### src/hw/rtl/dircls_pkg.sv
// ----------------------------------------------------------------------------
// dircls_pkg
// Shared types, constants and helpers of the microphone direction classifier.
// ----------------------------------------------------------------------------
package dircls_pkg;

   localparam int MIC_COUNT         = 4;
   localparam int MIC_W             = 2;
   localparam int RMS_W             = 32;
   localparam int Q16_W             = 17;
   localparam int WINDOW_FRAMES_DEF = 8;

   localparam int DIV_NUM_W  = 48;
   localparam int DIV_DEN_W  = 32;
   localparam int SQRT_IN_W  = 64;
   localparam int SQRT_OUT_W = 32;

   localparam logic [RMS_W-1:0] MIN_LEVEL_Q16 = 32'd655;
   localparam logic [Q16_W-1:0] FULL_Q16      = 17'd65536;
   localparam logic [Q16_W-1:0] CONF_BASE     = 17'd19661;

   localparam logic [1:0] MODE_NORM   = 2'd0;
   localparam logic [1:0] MODE_WINDOW = 2'd2;

   typedef enum logic [3:0] {
      DIR_F       = 4'd0,
      DIR_R       = 4'd1,
      DIR_B       = 4'd2,
      DIR_L       = 4'd3,
      DIR_FR      = 4'd4,
      DIR_RB      = 4'd5,
      DIR_BL      = 4'd6,
      DIR_LF      = 4'd7,
      DIR_OMNI    = 4'd8,
      DIR_UNKNOWN = 4'd9
   } dir_code_type;

   typedef enum logic [2:0] {
      REG_DIRECTION_MODE   = 3'd0,
      REG_BASELINE_RATE    = 3'd1,
      REG_SMOOTHING_RATE   = 3'd2,
      REG_MIN_BASELINE     = 3'd3,
      REG_GLOBAL_MEAN      = 3'd4,
      REG_SPREAD_LIMIT     = 3'd5,
      REG_MARGIN_MIN       = 3'd6,
      REG_MARGIN_FULL      = 3'd7
   } csr_index_type;

   typedef struct packed {
      logic                 start;
      logic [DIV_NUM_W-1:0] dividend;
      logic [DIV_DEN_W-1:0] divisor;
   } div_req_type;

   typedef struct packed {
      logic                 start;
      logic [SQRT_IN_W-1:0] radicand;
   } sqrt_req_type;

   typedef struct packed {
      logic busy;
      logic done;
   } unit_stat_type;

   // adjacent pairs around the belt; opposite pairs are unknown
   function automatic dir_code_type pair_code(logic [MIC_W-1:0] a, logic [MIC_W-1:0] b);
      logic [MIC_COUNT-1:0] m;
      m = (4'b0001 << a) | (4'b0001 << b);
      unique case (m)
         4'b0011: pair_code = DIR_FR;
         4'b0110: pair_code = DIR_RB;
         4'b1100: pair_code = DIR_BL;
         4'b1001: pair_code = DIR_LF;
         default: pair_code = DIR_UNKNOWN;
      endcase
   endfunction

   // compare-and-swap schedule: (0,1) (0,2) (0,3) (1,2) (1,3) (2,3)
   function automatic logic [MIC_W-1:0] sort_first(logic [2:0] step);
      unique case (step)
         3'd0, 3'd1, 3'd2: sort_first = 2'd0;
         3'd3, 3'd4:       sort_first = 2'd1;
         default:          sort_first = 2'd2;
      endcase
   endfunction

   function automatic logic [MIC_W-1:0] sort_second(logic [2:0] step);
      unique case (step)
         3'd0:       sort_second = 2'd1;
         3'd1, 3'd3: sort_second = 2'd2;
         default:    sort_second = 2'd3;
      endcase
   endfunction

endpackage

### src/hw/rtl/dircls_sqrt.sv
// ----------------------------------------------------------------------------
// dircls_sqrt
// Integer square root, one result bit per cycle (floor of the root).
// ----------------------------------------------------------------------------
module dircls_sqrt (
   input  logic                               clock,
   input  logic                               reset,
   input  dircls_pkg::sqrt_req_type           sqrt_req,
   output dircls_pkg::unit_stat_type          sqrt_stat,
   output logic [dircls_pkg::SQRT_OUT_W-1:0]  root
);
   import dircls_pkg::*;

   localparam int CNT_W = $clog2(SQRT_OUT_W + 1);
   localparam int REM_W = SQRT_OUT_W + 2;

   logic                  busy_ff, busy_in;
   logic                  done_ff, done_in;
   logic [CNT_W-1:0]      cnt_ff, cnt_in;
   logic [SQRT_IN_W-1:0]  rad_ff, rad_in;
   logic [REM_W-1:0]      rem_ff, rem_in;
   logic [SQRT_OUT_W-1:0] root_ff, root_in;
   logic [REM_W+1:0]      rem_sh;
   logic [REM_W+1:0]      trial;

   always_comb begin
      busy_in = busy_ff;
      done_in = 1'b0;
      cnt_in  = cnt_ff;
      rad_in  = rad_ff;
      rem_in  = rem_ff;
      root_in = root_ff;
      rem_sh  = {rem_ff, rad_ff[SQRT_IN_W-1 -: 2]};
      trial   = (REM_W+2)'({root_ff, 2'b01});
      if (sqrt_req.start) begin
         rad_in  = sqrt_req.radicand;
         rem_in  = '0;
         root_in = '0;
         cnt_in  = CNT_W'(SQRT_OUT_W);
         busy_in = 1'b1;
      end else if (busy_ff) begin
         rad_in = {rad_ff[SQRT_IN_W-3:0], 2'b00};
         if (rem_sh >= trial) begin
            rem_in  = REM_W'(rem_sh - trial);
            root_in = {root_ff[SQRT_OUT_W-2:0], 1'b1};
         end else begin
            rem_in  = REM_W'(rem_sh);
            root_in = {root_ff[SQRT_OUT_W-2:0], 1'b0};
         end
         cnt_in = cnt_ff - CNT_W'(1);
         if (cnt_ff == CNT_W'(1)) begin
            busy_in = 1'b0;
            done_in = 1'b1;
         end
      end
   end

   always_ff @(posedge clock) begin
      if (reset) begin
         busy_ff <= 1'b0;
         done_ff <= 1'b0;
         cnt_ff  <= '0;
      end else begin
         busy_ff <= busy_in;
         done_ff <= done_in;
         cnt_ff  <= cnt_in;
      end
   end

   always_ff @(posedge clock) begin
      rad_ff  <= rad_in;
      rem_ff  <= rem_in;
      root_ff <= root_in;
   end

   assign sqrt_stat.busy = busy_ff;
   assign sqrt_stat.done = done_ff;
   assign root           = root_ff;

endmodule

### config.mk
export PLATFORM = sky130hd
export DESIGN_NAME = dircls_sqrt
export DESIGN_NICKNAME = d
export VERILOG_FILES = /design/src/hw/rtl/dircls_pkg.sv /design/src/hw/rtl/dircls_sqrt.sv
export SDC_FILE = /design/constraint.sdc
export NUM_CORES = 1
export LEC_CHECK = 0
export ABC_AREA = 1
export ABC_CLOCK_PERIOD_IN_PS = 5300
export CAP_MARGIN = 20
export CORE_ASPECT_RATIO = 1.75
export CORE_MARGIN = 1
export CORE_UTILIZATION = 55
export DETAILED_ROUTE_END_ITERATION = 12
export DONT_BUFFER_PORTS = 1
export MAX_ROUTING_LAYER = met4
export PLACE_DENSITY = 0.76
export SLEW_MARGIN = 20
export SYNTH_ARGS = -nofsm -noshare
export SYNTH_HDL_FRONTEND = slang
export SYNTH_SLANG_ARGS = --single-unit
### constraint.sdc
create_clock -name clock -period 5.3 [get_ports clock]
set_input_delay 1.59 -clock clock [delete_from_list [all_inputs] [get_ports clock]]
set_output_delay 1.59 -clock clock [all_outputs]
set_load 0.05 [all_outputs]
==> impl_results.md <==
* CP arrival at 3.65 ns
* Xor-xnor portion of the synthesized cell area at 2.27%
* Worst skew pair latency at 0.43 ns
* Ys async rst share at 0%
* Die X at 93.7 um
* Max incr delay on CP at 0.64 ns
* Die height at 162 um
* Mapped cell area at 8100 um^2
* DR vias/cell at 5.16
* Fillers at 1377
* Delay-heaviest family, CP: simple AND/OR/NAND/NOR gates
* Synth Area per Inst at 6.99 um^2
* Post-CTS repair timing setup buffer count at 0
* M1 GR Usage at 27.1%
* CP max FO at 43
* Largest family of logic cells by synthesized area: simple AND/OR/NAND/NOR gates
* CP cell instances: inv_1 -> ha_1 -> nand2_1 -> nor2_1 -> nand2_1 -> nor2_2 -> nand2_1 -> a21oi_2 -> nor2_4 -> nand2_4 -> inv_2 -> nand2_1 -> o211ai_1 -> inv_1
* Ports at 101
* GR Util All Layers at 27.3%
* Most used cell, CP: nand2_1
* Yosys cell types at 42
* Remaining DRCs at 0
* Startpoint type of the worst setup path: register
* H-Tree Depth at 4
* Top cells by area, synth: edfxtp_1 24%, nand2_1 22%, dfxtp_1 18%, inv_1 8.5%, ha_1 5.6%
* Final setup violating endpoints at 0
* Skew final at 0.0167 ns
* Antenna cells at 0
* Total Wirelength at 19200 um
* Row count at 58
* Worst Setup End Kind: register
* Post-Synth Simple-Gate Area at 32.6%
* Initial antenna violation count at 0
* Synth Area in Compound Gates at 6.54%
* Vias in the first global route at 6830
* Top cell type's share of synthesized area at 23.7%
* Worst hold start: rem_ff[22]$_SDFFE_PP0P_
* Sink Count at 138
* Fmax at 304 MHz
* First-pass GRT wire length at 31300 um
* Critical path class: register to register
* DR pass1 iterations at 6
* Clock transition at path regs at 0.07 ns
* CP max stage cell: dfxtp_1
* Final period utilization at 62.1%
* Primary FF master, synth: dfxtp_1
* Final Hold Violating Endpoints at 0
* Core Region at 14400 um^2
* Buffers on Ports at 0
* Yosys warns at 0
* Hold_buf cts at 0
* Setup TNS after final layout at 0 ns
* Synth area leader: edfxtp_1
* GR Layer Usage met2 at 49.4%
* RSZ-0062 raised after global routing: no
* Seq/Total Area, Yosys at 42.0%
* Detail Placement HPWL at 14200 um
* Mux share of post-synthesis cell area at 0%
* Synthesized flop and latch total at 138
* Worst-margin pin slew at 0.926 ns
* Post-synth EDFFs at 64
* CTS max path bufs at 2
* CTS tree: built
* Ratio of cells with drive above 1 in the final layout at 5.09%
* GR Util met3 at 3.50%
* MaxCap Viol Count at 0
* Status: complete, no violations
* Reg-to-reg critical path startpoint: root[18]$_SDFFE_PP0P_
* Final ANT Viol Nets at 0
* Worst slew margin at 38.2%
* Clock Tree Root: clkbuf_16
* DR iter-0 viols at 352
* Vias at 6912
* WP data required at 5.66 ns
* Starting density of the core at 56.3%
* Cells after Synth at 1158
* Final Max Slew Viols at 0
* Net Count, Synth at 1261
* Adder-cell share of the synthesized area at 5.56%
* Largest net degree at the start of global routing at 70
* Gr busiest metal: met2
* Fin nets at 1249
* Post-cts sizing count at 0
* Fin crit period at 3.29 ns
* Critical path startpoint: root[18]$_SDFFE_PP0P_
* Gr ovfl total at 0
* Gpl congestion at 0.964
* Bufs and invs on worst path at 3
* Synthesis-to-finish area growth at 8.19%
* WL/cell at 14.3 um
* Die ar. at 15200 um^2
* Num CTS Buffers at 17
* Hold/Removal Path Class: register to register
synth_stat cells, types with 5 or more instances:
cell      count
nand2_2       5
or2_1         8
a21oi_1      27
ha_1         36
xnor2_1      19
nor2_1       62
o21ai_1       7
nor3_1        7
edfxtp_1     64
nand3_1      62
dfxtp_1      74
nand2_1     478
nand4_1       7
inv_1       184
clkbuf_1     24
nor2_2        6
o21ai_0      18
o22ai_1      31
cell type report:
class	instances	area [um^2]	share of cell area [%]
flip-flops and latches	138	3400	38.9
inverters	186	701	8.00
well taps	180	225	2.57
clock buffers	18	429	4.90
repair buffers	6	65.1	0.743
multi-input cells	797	3810	43.5
clock inverters	14	129	1.47
layout by cell type (no fill, tap or decap), drive strengths merged, types with 25 or more instances in the layout:
cell type / synthesis / routed
dfxtp: 74 / 74
o21ai: 25 / 25
inv: 185 / 193
nand2: 484 / 484
nand3: 64 / 64
ha: 36 / 36
o22ai: 31 / 31
edfxtp: 64 / 64
a21oi: 28 / 28
nor2: 69 / 69
layer usage:
metal	vias up	part of all wire, %
met5	-	0
met2	193	54
li1	3589	-
met1	3071	38
met4	0	5.1
met3	59	3.2
final timing paths:
check / end / depth (start not counted) / slack (ns)
worst max-delay path: root[0]$_SDFFE_PP0P_ / 14 / 2.01
worst min-delay path: rem_ff[22]$_SDFFE_PP0P_ / 2 / 0.47
worst min register to register: rem_ff[22]$_SDFFE_PP0P_ / 2 / 0.47
worst max register to register: root[0]$_SDFFE_PP0P_ / 14 / 2.01
sequential cells by signal, indices dropped and copies added, names as in the netlist:
signal / cells
rad_ff: 64
cnt_ff: 6
root: 32
busy_ff: 1
rem_ff: 34
done_ff: 1
kinds of logic (layout without fill, tap and decap cells):
kind of cell    after synthesis  after routing
xor+xnor                     21             21
compound gates               93             93
fa+ha+maj                    36             36
simple gates                647            647
buf+inv                     223            224
flops                       138            138
worst reg2reg max path: cells and delay by family (launching register included):
kind / cells / cell delay, ns
DFF: 1 / 0.64
adders and majority gates: 1 / 0.45
AOI/OAI and AO/OA: 2 / 0.26
and+or+nand+nor: 8 / 1.34
buffers and inverters: 3 / 0.56
stage by stage:
step | util, % | setup slack (ns) | hold WS [ns] | instance area [um^2] | cells
floorplan | - | 0.938 | 0.427 | 8100 | 1158
global placement | 56.9 | 1.91 | 0.458 | 8170 | 1306
detailed placement | 56.9 | 1.89 | 0.465 | 8170 | 1306
CTS | 60.8 | 1.97 | 0.476 | 8730 | 1338
global route | 61.0 | 1.74 | 0.493 | 8760 | 1339
finish | 61.0 | 2.01 | 0.475 | 8760 | 1339
Power is not shown: default switching activity piles up to over one toggle a cycle in this logic, so the estimate is an artifact.
