### config.mk
export PLATFORM = sky130hd
export DESIGN_NAME = dircls_div
export DESIGN_NICKNAME = d
export VERILOG_FILES = /design/src/hw/rtl/dircls_pkg.sv /design/src/hw/rtl/dircls_div.sv
export SDC_FILE = /design/constraint.sdc
export NUM_CORES = 1
export LEC_CHECK = 0
export BUFFER_PORTS_ARGS = -buffer_cell sky130_fd_sc_hd__buf_2
export CAP_MARGIN = 20
export CORE_UTILIZATION = 60
export CTS_CLUSTER_DIAMETER = 200
export CTS_CLUSTER_SIZE = 30
export DETAILED_ROUTE_END_ITERATION = 12
export PLACE_DENSITY = 0.91
export SLEW_MARGIN = 20
export SYNTH_ARGS = -nofsm -noshare
export SYNTH_HDL_FRONTEND = slang
export SYNTH_SLANG_ARGS = --single-unit
### constraint.sdc
create_clock -name clock -period 5.2 [get_ports clock]
set_clock_uncertainty 0.05 [all_clocks]
set_input_delay 0.78 -clock clock [delete_from_list [all_inputs] [get_ports clock]]
set_output_delay 0.78 -clock clock [all_outputs]
set_load 0.005 [all_outputs]
### src/hw/rtl/dircls_pkg.sv
// ----------------------------------------------------------------------------
// dircls_pkg
// Shared types, constants and helpers of the microphone direction classifier.
// ----------------------------------------------------------------------------
package dircls_pkg;

   localparam int MIC_COUNT         = 4;
   localparam int MIC_W             = 2;
   localparam int RMS_W             = 32;
   localparam int Q16_W             = 17;
   localparam int WINDOW_FRAMES_DEF = 8;

   localparam int DIV_NUM_W  = 48;
   localparam int DIV_DEN_W  = 32;
   localparam int SQRT_IN_W  = 64;
   localparam int SQRT_OUT_W = 32;

   localparam logic [RMS_W-1:0] MIN_LEVEL_Q16 = 32'd655;
   localparam logic [Q16_W-1:0] FULL_Q16      = 17'd65536;
   localparam logic [Q16_W-1:0] CONF_BASE     = 17'd19661;

   localparam logic [1:0] MODE_NORM   = 2'd0;
   localparam logic [1:0] MODE_WINDOW = 2'd2;

   typedef enum logic [3:0] {
      DIR_F       = 4'd0,
      DIR_R       = 4'd1,
      DIR_B       = 4'd2,
      DIR_L       = 4'd3,
      DIR_FR      = 4'd4,
      DIR_RB      = 4'd5,
      DIR_BL      = 4'd6,
      DIR_LF      = 4'd7,
      DIR_OMNI    = 4'd8,
      DIR_UNKNOWN = 4'd9
   } dir_code_type;

   typedef enum logic [2:0] {
      REG_DIRECTION_MODE   = 3'd0,
      REG_BASELINE_RATE    = 3'd1,
      REG_SMOOTHING_RATE   = 3'd2,
      REG_MIN_BASELINE     = 3'd3,
      REG_GLOBAL_MEAN      = 3'd4,
      REG_SPREAD_LIMIT     = 3'd5,
      REG_MARGIN_MIN       = 3'd6,
      REG_MARGIN_FULL      = 3'd7
   } csr_index_type;

   typedef struct packed {
      logic                 start;
      logic [DIV_NUM_W-1:0] dividend;
      logic [DIV_DEN_W-1:0] divisor;
   } div_req_type;

   typedef struct packed {
      logic                 start;
      logic [SQRT_IN_W-1:0] radicand;
   } sqrt_req_type;

   typedef struct packed {
      logic busy;
      logic done;
   } unit_stat_type;

   // adjacent pairs around the belt; opposite pairs are unknown
   function automatic dir_code_type pair_code(logic [MIC_W-1:0] a, logic [MIC_W-1:0] b);
      logic [MIC_COUNT-1:0] m;
      m = (4'b0001 << a) | (4'b0001 << b);
      unique case (m)
         4'b0011: pair_code = DIR_FR;
         4'b0110: pair_code = DIR_RB;
         4'b1100: pair_code = DIR_BL;
         4'b1001: pair_code = DIR_LF;
         default: pair_code = DIR_UNKNOWN;
      endcase
   endfunction

   // compare-and-swap schedule: (0,1) (0,2) (0,3) (1,2) (1,3) (2,3)
   function automatic logic [MIC_W-1:0] sort_first(logic [2:0] step);
      unique case (step)
         3'd0, 3'd1, 3'd2: sort_first = 2'd0;
         3'd3, 3'd4:       sort_first = 2'd1;
         default:          sort_first = 2'd2;
      endcase
   endfunction

   function automatic logic [MIC_W-1:0] sort_second(logic [2:0] step);
      unique case (step)
         3'd0:       sort_second = 2'd1;
         3'd1, 3'd3: sort_second = 2'd2;
         default:    sort_second = 2'd3;
      endcase
   endfunction

endpackage

### src/hw/rtl/dircls_div.sv
// ----------------------------------------------------------------------------
// dircls_div
// Restoring divider, one quotient bit per cycle, shared by every division.
// ----------------------------------------------------------------------------
module dircls_div (
   input  logic                              clock,
   input  logic                              reset,
   input  dircls_pkg::div_req_type           div_req,
   output dircls_pkg::unit_stat_type         div_stat,
   output logic [dircls_pkg::DIV_NUM_W-1:0]  quotient
);
   import dircls_pkg::*;

   localparam int CNT_W = $clog2(DIV_NUM_W + 1);

   logic                 busy_ff, busy_in;
   logic                 done_ff, done_in;
   logic [CNT_W-1:0]     cnt_ff, cnt_in;
   logic [DIV_DEN_W-1:0] den_ff, den_in;
   logic [DIV_DEN_W-1:0] rem_ff, rem_in;
   logic [DIV_NUM_W-1:0] quo_ff, quo_in;
   logic [DIV_DEN_W:0]   trial;
   logic                 qbit;

   always_comb begin
      busy_in = busy_ff;
      done_in = 1'b0;
      cnt_in  = cnt_ff;
      den_in  = den_ff;
      rem_in  = rem_ff;
      quo_in  = quo_ff;
      trial   = {rem_ff, quo_ff[DIV_NUM_W-1]};
      qbit    = 1'b0;
      if (div_req.start) begin
         den_in  = div_req.divisor;
         quo_in  = div_req.dividend;
         rem_in  = '0;
         cnt_in  = CNT_W'(DIV_NUM_W);
         busy_in = 1'b1;
      end else if (busy_ff) begin
         if (trial >= {1'b0, den_ff}) begin
            rem_in = DIV_DEN_W'(trial - {1'b0, den_ff});
            qbit   = 1'b1;
         end else begin
            rem_in = trial[DIV_DEN_W-1:0];
         end
         // dividend bits leave at the top as quotient bits enter below
         quo_in = {quo_ff[DIV_NUM_W-2:0], qbit};
         cnt_in = cnt_ff - CNT_W'(1);
         if (cnt_ff == CNT_W'(1)) begin
            busy_in = 1'b0;
            done_in = 1'b1;
         end
      end
   end

   always_ff @(posedge clock) begin
      if (reset) begin
         busy_ff <= 1'b0;
         done_ff <= 1'b0;
         cnt_ff  <= '0;
      end else begin
         busy_ff <= busy_in;
         done_ff <= done_in;
         cnt_ff  <= cnt_in;
      end
   end

   always_ff @(posedge clock) begin
      den_ff <= den_in;
      rem_ff <= rem_in;
      quo_ff <= quo_in;
   end

   assign div_stat.busy = busy_ff;
   assign div_stat.done = done_ff;
   assign quotient      = quo_ff;

endmodule

==> results.txt, run 1 <==
status: finished clean
Crit Path Max Fanout: 30
cells on worst reg2reg path: 10
part of the cycle the worst path needs: 62.88%
die area: 11720 µm²
maximum clock rate: 305.8 MHz
Post-Synth Adder-Cell Area: 6.576%
flop2flop setup slack: 1.93 ns
drt initial violations: 477
share of cells above drive strength 1: 28.39%
Crit. End Element: flip-flop
core area: 10940 µm²
Hold Path Stages: 2
worst reg2reg endpoint: rem_ff[30]
Skew-Pair Late Insertion Delay: 0.42 ns
Synth Area in XOR/XNOR: 3.232%
clk sinks: 120
Antenna Violating Nets Remaining: 0
placed inst area: 7412 µm²
post-CTS setup buffer count: 0
vias in the first global route: 5501
Hold Path Origin: rem_ff[7]
Port Buffers: 132
Mapped Cells: 665
Post-synth EDFFs: 80
wire length of the first global-routing pass: 26370 µm
most frequent cells after synthesis: edfxtp_1, nand2_1, inv_1
DPL Wire Length: 11300 µm
post-synthesis mux area share: 8.109%
Worst R2R Start: den_ff[4]
critical path class: reg2reg
WP data arrival: 3.53 ns
Initial Util: 61.95%
initial antenna violation count: 0
Req. time, crit path: 5.46 ns
Total GRT Usage: 29.80%
power per cell area: 371.1 nW/µm²
CP peak stage delay: 0.48 ns
Worst path slowest cell: nand2_2
Pins Over Slew Limit: 0
Synth Area in Compound Gates: 16.00%
leakage power: 3.478 nW
CTS tree: yes
most frequent cell after synthesis: edfxtp_1
post-synthesis sequential element count: 120
largest area contributor in the synthesized netlist: edfxtp_1
fill count: 739
Yosys cell types: 57
Multi-input gate area: 3171 µm²
Post-synth top flop: edfxtp_1
largest net degree at the start of global routing: 66
post_cts resized: 0
final hold vios: 0
max cap viols: 0
Hold Path Class: reg2reg
DR vias: 5540
clock-pin slew on the worst setup and hold paths: 0.06 ns
Antenna Cells: 0
syn nets: 783
Synth area leaders: edfxtp_1, dfxtp_1, mux2_2
mapped cell area: 6774 µm²
Vias/cell: 5.963
Hold Slack: 0.4442 ns
I/O Pins: 133
Layout area overhead: 18.30%
chip width: 108.3 µm
startpoint types: flip-flop
clk root buf: clkbuf_16
Worst slew margin: 48.02%
CTS Buf Count: 17
DRT Pass-1 Iters: 6
nets: 894
RSZ-0062 raised after global routing: false
Worst Max-Slew Pin Slew: 0.7798 ns
Max clock buf depth: 2
DRC errors left: 0
largest family of logic cells by synthesized area: compound AO/OA/AOI/OAI gates
GP Congestion: 0.9083
setup_tns: 0 ns
Site Rows: 38
Hold Path Sink: rem_ff[8]
Pwr Total: 2.974 mW
endpoints failing setup: 0
Post-Syn Area per Cell: 10.19 µm²
critical-path cell list: inv_1, ha_1, a21o_1, a31o_1, o21ai_1, nand3_1, o211ai_1, nand2_2, or3_1, and4_1
Final min period: 3.270 ns
share of the synthesized area in the top cell type: 35.46%
die height: 108.3 µm
Simple-Gate Fraction of Synth Area: 12.74%
H-Tree Depth: 4
grt ovf: 0
# hold bufs at CTS: 0
peak supply drop: 0.3208 mV
Register Area: 3204 µm²
Total Wirelength: 16650 µm
Final Cell Area: 8014 µm²
Post-synth ARST share: 0%
sequential fraction of the synthesis area: 47.28%
WL/cell: 17.92 µm
yosys warns: 0
-- report_power, final --
| group | total, mW | switching (mW) | leakage [nW] | internal, mW |
|---|---|---|---|---|
| combinational | 0.621 | 0.364 | 2.07 | 0.257 |
| sequential | 1.18 | 0.0550 | 1.13 | 1.12 |
| clock | 1.17 | 0.431 | 0.286 | 0.744 |
-- state kept, by name, indices dropped and copies added (netlist names) --
signal    flops
busy_ff       1
cnt_ff        6
den_ff       32
done_ff       1
quotient     48
rem_ff       32
-- critical path, delay by kind of cell, from the launching register on --
family	cells	cell delay, ns
and+or+nand+nor	4	1.32
AOI/OAI and AO/OA	4	1.07
adders and majority gates	1	0.36
DFF	1	0.32
buffers and inverters	1	0.04
-- placed cells by master (no fill, tap or decap), types with 17 or more instances in the layout --
| cell type | instances |
|---|---|
| a311oi_1 | 22 |
| mux2_2 | 47 |
| buf_2 | 131 |
| ha_1 | 34 |
| nor2_1 | 50 |
| dfxtp_1 | 39 |
| inv_1 | 51 |
| o21ai_0 | 22 |
| clkbuf_16 | 17 |
| nand2_1 | 66 |
| edfxtp_1 | 80 |
| a21oi_1 | 47 |
-- per-stage QoR --
stage                     instances  utilization [%]  setup WS, ns
after floorplan                 665                -         2.337
after global placement          897            67.78         1.847
after detailed placement        897            67.78         1.659
after CTS                       929            73.22         1.661
after global routing            929            73.28         1.716
final                           929            73.28         1.930
-- cells by family after synthesis --
| group | count (synthesis) |
|---|---|
| flip-flops | 120 |
| adder cells (fa/ha/maj) | 35 |
| AND/OR/NAND/NOR | 187 |
| multiplexers | 49 |
| XOR/XNOR | 25 |
| buffers and inverters | 93 |
| AO/OA/AOI/OAI | 156 |
-- per-layer routing --
metal / up-vias / routed length, µm / track usage [%]
met1: 2640 / 6799 / 34.61
met2: 215 / 8324 / 51.23
met5: - / 0 / 0
met3: 37 / 1089 / 7.896
li1: 2648 / - / -
met4: 0 / 434 / 14.00
-- cell type report --
type	instances	share of cell area [%]
Clock buffer	22	5.917
Clock inverter	10	1.499
Inverter	51	2.389
Multi-Input combinational cell	452	39.56
Sequential cell	120	39.98
Tap cell	140	2.186
Timing Repair Buffer	134	8.462
-- worst max-delay path by stage --
stage	startpoint	endpoint	slack [ns]	cells after the start
after floorplan	div_req[80]	quotient[0]	2.34	4
after global placement	den_ff[4]	rem_ff[30]	1.85	10
after detailed placement	den_ff[4]	rem_ff[30]	1.66	10
after CTS	den_ff[4]	rem_ff[30]	1.66	10
after global routing	quotient[47]	rem_ff[22]	1.72	11
final	den_ff[4]	rem_ff[30]	1.93	10
Power figures use the tool's default switching activity.
==> inputs of run 2 (changes only) <==
CORE_UTILIZATION = 50   (was 60)
PLACE_DENSITY = 0.81   (was 0.91)
clock period = 2.69 ns   (was 5.2 ns; I/O delays follow)
==> run 2 against run 1 <==
The run now ends with setup timing left. First-iteration DRC count is 12% higher. Wire length is 19% higher. Hold slack worse by 0.34 ns. Sequential power is 94% higher. Global-route usage shrank 3.6 points. Via count grew 13%. Combinational power increased to 3.0 times the previous value. Power rose by 120%. Largest cell class is now multi-input combinational cells. Highest routed layer unchanged.
==> results.txt, run 2 (synthesis results as in run 1) <==
violated checks: setup timing
Total GRT Usage: 26.21% (was 29.80%)
Total Wirelength: 19860 µm (was 16650 µm)
DPL Wire Length: 11960 µm (was 11300 µm)
Worst Max-Slew Pin Slew: 0.7381 ns (was 0.7798 ns)
DRT Pass-1 Iters: 5 (was 6)
worst reg2reg endpoint: rem_ff[22] (was rem_ff[30])
Layout area overhead: 41.78% (was 18.30%)
fin util: 72.52% (was 73.28%)
Pins Over Slew Limit: 0 (unchanged)
commonest non-fill, non-tap cells in the layout: buf_2, buf_4, edfxtp_1 (was buf_2, edfxtp_1, nand2_1)
endpoints failing setup: 30 (was 0)
CP bufs+invs: 1 (unchanged)
CP peak stage delay: 0.45 ns (was 0.48 ns)
die area: 14020 µm² (was 11720 µm²)
Req. time, crit path: 2.98 ns (was 5.46 ns)
setup_tns: -2.493 ns (was 0 ns)
clk sinks: 120 (unchanged)
Initial Util: 51.15% (was 61.95%)
startpoint types: flip-flop (unchanged)
WL/cell: 18.49 µm (was 17.92 µm)
power per cell area: 681.3 nW/µm² (was 371.1 nW/µm²)
Skew-Pair Late Insertion Delay: 0.42 ns (about the same)
largest net degree at the start of global routing: 63 (was 66)
I/O Pins: 133 (unchanged)
critical path class: reg2reg (unchanged)
leakage power: 4.104 nW (was 3.478 nW)
Site Rows: 42 (was 38)
peak supply drop: 0.4917 mV (was 0.3208 mV)
grt ovf: 0 (unchanged)
Worst R2R Start: quotient[47] (was den_ff[4])
vias in the first global route: 6078 (was 5501)
CP delay by family, top: compound AO/OA/AOI/OAI gates (was simple AND/OR/NAND/NOR gates)
clk root buf: clkbuf_16 (unchanged)
clock-pin slew on the worst setup and hold paths: 0.06 ns (about the same)
Port Buffers: 132 (unchanged)
Switching Fraction: 30.50% (was 28.56%)
initial antenna violation count: 0 (unchanged)
Antenna Violating Nets Remaining: 0 (unchanged)
Hold Path Sink: den_ff[14] (was rem_ff[8])
max cap viols: 0 (unchanged)
DP Worst Slack: -0.2129 ns (was 1.659 ns)
flop2flop setup slack: -0.16 ns (was 1.93 ns)
CTS Buf Count: 17 (unchanged)
nets: 1003 (was 894)
leading cell type in the layout, fill and taps excluded: buf_2 (unchanged)
Hold Path Origin: div_req[14] (was rem_ff[7])
fill count: 887 (was 739)
Antenna Cells: 0 (unchanged)
WP data arrival: 3.14 ns (was 3.53 ns)
critical-path cell list: inv_1, ha_2, fa_2, nor2b_4, o2111ai_2, a2111o_1, a31o_4, a21oi_2, nor3_1, or3b_1, a311oi_2 (was inv_1, ha_1, a21o_1, a31o_1, o21ai_1, nand3_1, o211ai_1, nand2_2, or3_1, and4_1)
core area: 13240 µm² (was 10940 µm²)
final hold vios: 0 (unchanged)
chip width: 118.4 µm (was 108.3 µm)
cells on worst reg2reg path: 11 (was 10)
die height: 118.4 µm (was 108.3 µm)
max reg flops: 48 (unchanged)
Final Cell Area: 9604 µm² (was 8014 µm²)
RSZ-0062 raised after global routing: true (was false)
Hold Path Class: in2reg (was reg2reg)
Vias/cell: 5.843 (was 5.963)
wire length of the first global-routing pass: 28930 µm (was 26370 µm)
H-Tree Depth: 4 (unchanged)
Max clock buf depth: 2 (unchanged)
drt initial violations: 532 (was 477)
Worst slew margin: 50.79% (was 48.02%)
status: complete, but fails checks (was finished clean)
Pint: 4.548 mW (was 2.124 mW)
GP Congestion: 0.8618 (was 0.9083)
combinational power share: 28.4% (was 20.9%)
part of the cycle the worst path needs: 106.1% (was 62.88%)
Hold Path Stages: 1 (was 2)
Setup WS post-layout: -0.1633 ns (was 1.930 ns)
Clk pwr share: 36.7% (was 39.5%)
switching power: 1.996 mW (was 849.4 µW)
Crit Path Max Fanout: 4 (was 30)
power share of the sequential group: 34.9% (was 39.6%)
Worst path slowest cell: a2111o_1 (was nand2_2)
maximum clock rate: 350.5 MHz (was 305.8 MHz)
Crit. End Element: flip-flop (unchanged)
# hold bufs at CTS: 0 (unchanged)
DR vias: 6275 (was 5540)
DRC errors left: 0 (unchanged)
placed inst area: 8034 µm² (was 7412 µm²)
share of cells above drive strength 1: 47.44% (was 28.39%)
CTS tree: yes (unchanged)
Final min period: 2.853 ns (was 3.270 ns)
run 2: worst reg2reg max path, stage by stage, from the launching register on:
cell and delay (ns):
edfxtp_1 0.35, inv_1 0.05, ha_2 0.19, fa_2 0.37, nor2b_4 0.14, o2111ai_2 0.12
a2111o_1 0.45, a31o_4 0.28, a21oi_2 0.14, nor3_1 0.06, or3b_1 0.36, a311oi_2 0.22
run 2: power by group through the flow:
stage,combinational (mW),clock (mW),sequential [mW]
2_1_floorplan,0.877,0,2.29
3_3_place_gp,1.35,0,2.29
3_5_place_dp,1.38,0,2.30
4_1_cts,1.57,2.43,2.27
5_1_grt,1.98,2.51,2.30
6_report,1.86,2.40,2.29
run 2: how the worst max path moves through the flow:
stage,startpoint,to,slack [ns],cells past startpoint
CTS,quotient[47],rem_ff[22],-0.14,11
global route,den_ff[4],rem_ff[27],-0.27,11
floorplan,quotient[47],rem_ff[22],-0.1,11
finish,quotient[47],rem_ff[22],-0.16,11
global placement,quotient[47],rem_ff[22],-0.15,11
detailed placement,quotient[47],rem_ff[22],-0.21,11
run 2: cell type report:
| type | instances | area [µm²] | share of cell area (%) |
|---|---|---|---|
| Multi-Input combinational cell | 454 | 3792 | 39.49 |
| Sequential cell | 120 | 3204 | 33.36 |
| Timing Repair Buffer | 241 | 1577 | 16.41 |
| Clock buffer | 18 | 429.2 | 4.468 |
| Tap cell | 176 | 220.2 | 2.293 |
| Inverter | 51 | 191.4 | 1.993 |
| Clock inverter | 14 | 190.2 | 1.980 |
run 2: timing repair:
item                                   4_1_cts  5_1_grt
endpoints found under the hold margin        0        0
cloned                                       4        0
pin swaps                                   23       57
gates resized for setup                     45       84
setup endpoints to repair                   31       31
setup buffers                               20       18
run 2: stage by stage:
| step | hold WS, ns | cells | total power [mW] |
|---|---|---|---|
| floorplan | 0.4072 | 665 | 3.166 |
| finish | 0.1038 | 1074 | 6.544 |
| CTS | 0.09078 | 1058 | 6.273 |
| detailed placement | 0.4433 | 1003 | 3.676 |
| global placement | 0.4307 | 1003 | 3.639 |
| global route | 0.09137 | 1074 | 6.797 |
run 2: layer usage:
metal	global-route usage, %	routed length (µm)
met5	0	0
met4	10.13	666
met3	8.060	1759
met2	43.68	9740
met1	31.72	7695
